[src/hw/rtl/assert_macros.svh]
// ----------------------------------------------------------------------------
// assertion macros
// shared concurrent assertion forms, clocked on clk, disabled in reset
// ----------------------------------------------------------------------------
`ifndef ASSERT_MACROS_SVH
`define ASSERT_MACROS_SVH

// property checked on every rising edge of clk outside reset
`define SDP_ASSERT(lbl, prop, msg) \
	lbl: assert property (@(posedge clk) disable iff (!arst_n) (prop)) else $error(msg);

// implication a |=> b checked on every rising edge of clk outside reset
`define SDP_ASSERT_NEXT(lbl, ante, cons, msg) \
	lbl: assert property (@(posedge clk) disable iff (!arst_n) (ante) |=> (cons)) \
		else $error(msg);

`endif

[src/hw/rtl/sdp_divider.sv]
// ----------------------------------------------------------------------------
// sdp_divider
// pipelined restoring divider, one quotient bit per stage, with overflow flag
// ----------------------------------------------------------------------------
module sdp_divider #(
	parameter int DW = 26,
	parameter int VW = 16,
	parameter int QW = 24
) (
	input  logic          clk,
	input  logic          en,
	input  logic [DW-1:0] dividend,
	input  logic [VW-1:0] divisor,
	output logic [QW-1:0] quotient,
	output logic          overflow
);

	localparam int HW = DW - QW;
	localparam int CW = (HW > VW) ? HW : VW;

	logic [VW-1:0] rem_q [0:QW];
	logic [QW-1:0] lo_q  [0:QW];
	logic [QW-1:0] quo_q [0:QW];
	logic [VW-1:0] dsr_q [0:QW];
	logic          ovf_q [0:QW];

	logic [HW-1:0] hi;
	logic          ovf0;

	assign hi   = dividend[DW-1:QW];
	assign ovf0 = CW'(hi) >= CW'(divisor);

	always_ff @(posedge clk) begin
		if (en) begin
			rem_q[0] <= ovf0 ? '0 : VW'(hi);
			lo_q[0]  <= dividend[QW-1:0];
			quo_q[0] <= '0;
			dsr_q[0] <= divisor;
			ovf_q[0] <= ovf0;
		end
	end

	for (genvar k = 0; k < QW; k++) begin : g_stage
		logic [VW:0] trial;
		logic [VW:0] diff;
		logic        ge;

		assign trial = {rem_q[k], lo_q[k][QW-1]};
		assign diff  = trial - {1'b0, dsr_q[k]};
		assign ge    = trial >= {1'b0, dsr_q[k]};

		always_ff @(posedge clk) begin
			if (en) begin
				rem_q[k+1] <= ge ? diff[VW-1:0] : trial[VW-1:0];
				lo_q[k+1]  <= {lo_q[k][QW-2:0], 1'b0};
				quo_q[k+1] <= {quo_q[k][QW-2:0], ge};
				dsr_q[k+1] <= dsr_q[k];
				ovf_q[k+1] <= ovf_q[k];
			end
		end
	end

	assign quotient = quo_q[QW];
	assign overflow = ovf_q[QW];

endmodule

[config.mk]
export PLATFORM = sky130hd
export DESIGN_NAME = sdp_divider
export DESIGN_NICKNAME = d
export VERILOG_FILES = /design/src/hw/rtl/assert_macros.svh /design/src/hw/rtl/sdp_divider.sv
export SDC_FILE = /design/constraint.sdc
export NUM_CORES = 2
export LEC_CHECK = 0
export ABC_AREA = 1
export BUFFER_PORTS_ARGS = -buffer_cell sky130_fd_sc_hd__buf_2
export CORE_UTILIZATION = 50
export DETAILED_ROUTE_END_ITERATION = 6
export HOLD_SLACK_MARGIN = 0.02
export PLACE_DENSITY_LB_ADDON = 0.25
export SLEW_MARGIN = 10
export SYNTH_ARGS = -nofsm -noshare
export SYNTH_HDL_FRONTEND = slang
export SYNTH_SLANG_ARGS = --single-unit
export TNS_END_PERCENT = 5
[constraint.sdc]
create_clock -name clk -period 3.2 [get_ports clk]
set_input_delay 0.64 -clock clk [delete_from_list [all_inputs] [get_ports clk]]
set_output_delay 0.64 -clock clk [all_outputs]
set_load 0.005 [all_outputs]
# Word-level counts from Yosys, hierarchy flattened
# Memories as Yosys holds them, arrays and structs flattened.
# Index checks and enable logic that the tools add are counted.
# W data, S select, Z words.
dict set report word_totals {
  ram_bits 2025
  regBits 0
  inputBits 44
  word_cells 81
  memories 5
  output_inout_bits 25
}
# name depth width read_ports rd_clocked_by_memory_dff write_ports line
set mem_list {}
lappend mem_list {lo_q 25 24 24 0 25 sdp_divider.sv:22} ;# logic [QW-1:0] lo_q [0:QW];
lappend mem_list {quo_q 25 24 25 0 25 sdp_divider.sv:23} ;# logic [QW-1:0] quo_q [0:QW];
lappend mem_list {dsr_q 25 16 24 0 25 sdp_divider.sv:24} ;# logic [VW-1:0] dsr_q [0:QW];
lappend mem_list {rem_q 25 16 24 0 25 sdp_divider.sv:21} ;# logic [VW-1:0] rem_q [0:QW];
lappend mem_list {ovf_q 25 1 25 0 25 sdp_divider.sv:25} ;# logic ovf_q [0:QW];
dict set report classes {
  order_cmp 25
  n_mux 27
  addsub 24
}
# cell n
set ops {}
lappend ops {{$ge A17 B16 Y1} 24}
lappend ops {{$mux W16} 24}
lappend ops {{$sub A16 B16 Y16} 24}
lappend ops {{$ge A2 B16 Y1} 1}
lappend ops {{$mux W1} 2}
lappend ops {{$mux W2} 1}

# Depth between registers and ports, before layout
dict set report logic_depth {
  word_depth 2
  depth_mapped 15
  ltp_nobuf 13
}

# Least setup slack after synthesis
# Ideal clock, no wire load.
dict set report synth_path {
  path_type {reg2reg}
  from {mem dsr_q[0][0]}
  to {mem rem_q[1][10], in the netlist rem_q[0][26] (data pin)}
  arrival_time_ns 1.678
  required_time_ns 2.943
  setup_ns 0.257
  synth_period_minus_slack_ns 1.934
  path_buffers 0
  setup_slack_ns 1.266
  stages_incl_launch_ff 10
  cell_sequence {edfxtp_1 > ha_1 > fa_1 > nor2_1 > nor2_1 > nor2_1 > nand2_1 > nor2_1 > xor2_1 > nor2_1}
}
# item line
set synth_lines {}
lappend synth_lines {{start: declaration} sdp_divider.sv:24}
lappend synth_lines {{end: declaration} sdp_divider.sv:21}

==> results.yml <==
global_routing:
  grt_pass1_wl_mm: 259
  grt-ovfl-total: 0
  grtUsageTotal_pct: 22.4
  grt_pass1_vias: 47600
  grt_max_degree: 125
  antenna_found_initial: 0
timing:
  final_hold_viol_count: 0
  setup_tns_ns: 0
  drv_slew: 0
  post-route-period-util_pct: 81.6
  clock.fmax_mhz: 383
  max-slew-margin-rel_pct: 36.2
  finalSetupViolCount: 0
  rsz0062_at_grt: "false"
  fin_skew_ns: 0.0500
  tightest_slew_ns: 0.950
  period_needed_ns: 2.61
  holdWs_ns: 0.129
placed_design:
  io_buffers: 68
  hpwl_mm: 122
  globalplace.congestion: 0.904
  dpl.cell_count: 9666
setup_path:
  cp.required_ns: 3.69
  rr_startpoint: "dsr_q[1][121]$_DFFE_PP_"
  worstPathMaxFanout: 17
  arrival_ns: 3.10
  r2r_end: "rem_q[2][14]$_DFFE_PP_"
  path_class: "flip-flop to flip-flop"
  worst_setup_path_end_kind: "flip-flop"
  cp-start-kind: "flip-flop"
  reg2reg_depth: 11
  regToRegSetupSlack_ns: 0.59
floorplan:
  die_w_um: 383
  start_util_pct: 50.4
  die_area_mm2: 0.146
  core_mm2: 0.144
  fp-row-count: 139
  die_height_um: 383
  io_pins: 69
synth:
  synth_top_area_share_pct: 57.2
  netlist_top_cells_count: "2736 x nand2_1, 1438 x inv_1, 1379 x edfxtp_1"
  synth-async-reset-ratio_pct: 0
  synth.most_common_cell: "nand2_1"
  synth_top_cell_by_area: "edfxtp_1"
  ys_types: 45
  netlist_instances: 7727
  syn_avg_cell_area_um2: 9.37
  yosysSeqAreaShare_pct: 57.2
  synth_area_mm2: 0.0724
  yosys_warnings: 0
  syn-num-nets: 8167
  synthTopCellsByArea: "edfxtp_1 57%, nand2_1 14%, inv_1 7.5%"
  ys.flop_type: "edfxtp_1"
  synth_edf_count: 1379
  synth_seq_cells: 1379
layout:
  postLayoutCoreUtil_pct: 56.3
  nets: 8397
  layout-drive-gt1-share_pct: 6.30
  antenna_cells: 0
  area_growth_pct: 11.6
  nFillCells: 12700
  stdcell_count: 9985
cts:
  cts_resized: 0
  clock_sinks: 1379
  cts_buffers: 152
  cts_setup_buffers: 0
  ctsHoldBuffers: 40
  cts.htree.levels: 4
  cts_max_path_buffers: 3
  cts_tree: "yes"
  clk_pin_slew_ns: 0.06
  clockRootBuffer: "clkbuf_16"
  clk_latency_ns: 0.80
worst_hold_path:
  hold_path_depth: 3
  hp-class: "input pin to flip-flop"
  hold_start: "dividend[24]"
  min_to: "rem_q[0][0]$_SDFFCE_PP0P_"
routing:
  drt_iter0_drc: 3775
  wl_mm: 164
  avgViaCountPerCell: 5.03
  drtAntennaViolNets: 0
  vias: 50200
  drc: 6
  wl_per_cell_um: 16.4
  drt-pass1-iter-count: 7
run_status:
  status: "complete, but fails checks"
  violations: "DRC"
power_and_ir_drop:
  leakagePower_nw: 38.7
  powerDensity_mw_per_mm2: 884
  finalPower_mw: 71.4
  ir_worst_vdd_uv: 631
run:
  max_cap_viol_count: 0
state kept, by name, summed over array words and instances, names as in the netlist:
register / cells
quo_q: 300
lo_q: 300
ovf_q: 25
dsr_q: 384
rem_q: 370
cell families (layout without fill, tap and decap cells):
logic type               after synthesis  in the layout  share of synthesized area (%)
buffers and inverters               1546           1901                           8.62
adder cells (fa/ha/maj)              396            396                           7.08
flip-flops                          1379           1379                           57.2
AO/OA/AOI/OAI                        259            259                           1.93
AND/OR/NAND/NOR                     4010           4010                           23.5
XOR/XNOR                             137            137                           1.66
power breakdown:
group          switching (mW)  internal [mW]  total, mW
Sequential               2.08           24.4       26.5
Combinational            17.6           9.08       26.7
Clock                    7.57           10.7       18.3
Total                    27.3           44.2       71.4
how the worst max path moves through the flow:
stage | startpoint | slack [ns] | depth (start not counted) | endpoint
2_1_floorplan | dsr_q[0][0]$_DFFE_PP_ | 1.27 | 9 | rem_q[0][26]$_SDFFCE_PP0P_
3_3_place_gp | dsr_q[1][121]$_DFFE_PP_ | 0.67 | 11 | rem_q[2][14]$_DFFE_PP_
3_5_place_dp | dsr_q[1][121]$_DFFE_PP_ | 0.66 | 11 | rem_q[2][12]$_DFFE_PP_
5_1_grt | dsr_q[1][121]$_DFFE_PP_ | 0.44 | 11 | rem_q[2][12]$_DFFE_PP_
6_report | dsr_q[1][121]$_DFFE_PP_ | 0.59 | 11 | rem_q[2][14]$_DFFE_PP_
4_1_cts | dsr_q[1][121]$_DFFE_PP_ | 0.60 | 11 | rem_q[2][12]$_DFFE_PP_
per-stage QoR:
step	cell area, um^2	worst slack, ns
after floorplan	72400	1.27
after global placement	75100	0.669
after detailed placement	75100	0.661
after CTS	80800	0.601
after global routing	80800	0.437
final	80800	0.589
cells in the final DEF, fill, tap and decap left out, types with 18 or more instances in the layout:
cell type | netlist | routed
a21oi_1 | 202 | 202
and2_1 | 20 | 20
buf_12 | 2 | 19
buf_2 | 30 | 67
buf_4 | 40 | 55
bufinv_16 | 0 | 22
clkbuf_1 | 0 | 21
clkbuf_16 | 0 | 152
clkinv_1 | 0 | 21
clkinv_2 | 0 | 28
dlygate4sd3_1 | 0 | 40
edfxtp_1 | 1379 | 1379
fa_1 | 23 | 23
ha_1 | 373 | 373
inv_1 | 1438 | 1438
nand2_1 | 2736 | 2736
nand2_2 | 36 | 36
nand2_4 | 18 | 18
nand3_1 | 580 | 580
nand3b_1 | 47 | 47
nand4_1 | 110 | 110
nor2_1 | 309 | 309
nor2_4 | 20 | 20
nor3_1 | 64 | 64
o21a_1 | 18 | 18
xnor2_1 | 31 | 31
xor2_1 | 106 | 106
layer usage:
metal  track usage (%)  vias up  share of wire, %
li1                  -    25400                 -
met4              6.96        0               2.7
met1              31.4    23300                46
met2              36.2     1218                46
met5                 0        -                 0
met3              2.87      254               4.7
layout make-up:
| type | count | area, um^2 | area share, % |
|---|---|---|---|
| clock buffers | 173 | 3880 | 4.80 |
| clock inverters | 106 | 1440 | 1.78 |
| inverters | 1441 | 5410 | 6.69 |
| multi-input cells | 4802 | 24800 | 30.7 |
| flip-flops and latches | 1379 | 41400 | 51.2 |
| well taps | 1903 | 2380 | 2.95 |
| repair buffers | 181 | 1530 | 1.89 |
critical path, stage by stage (launching register included):
cell and delay, ns:
edfxtp_1 0.49, inv_1 0.07, ha_1 0.36, nand2_1 0.12, nor2_1 0.07, and2_1 0.15, nand2_1 0.07, nand2_1 0.08
nor2_4 0.42, nand2_4 0.25, nand2_1 0.14, nand2_1 0.09
(Power assumes the default switching activity.)
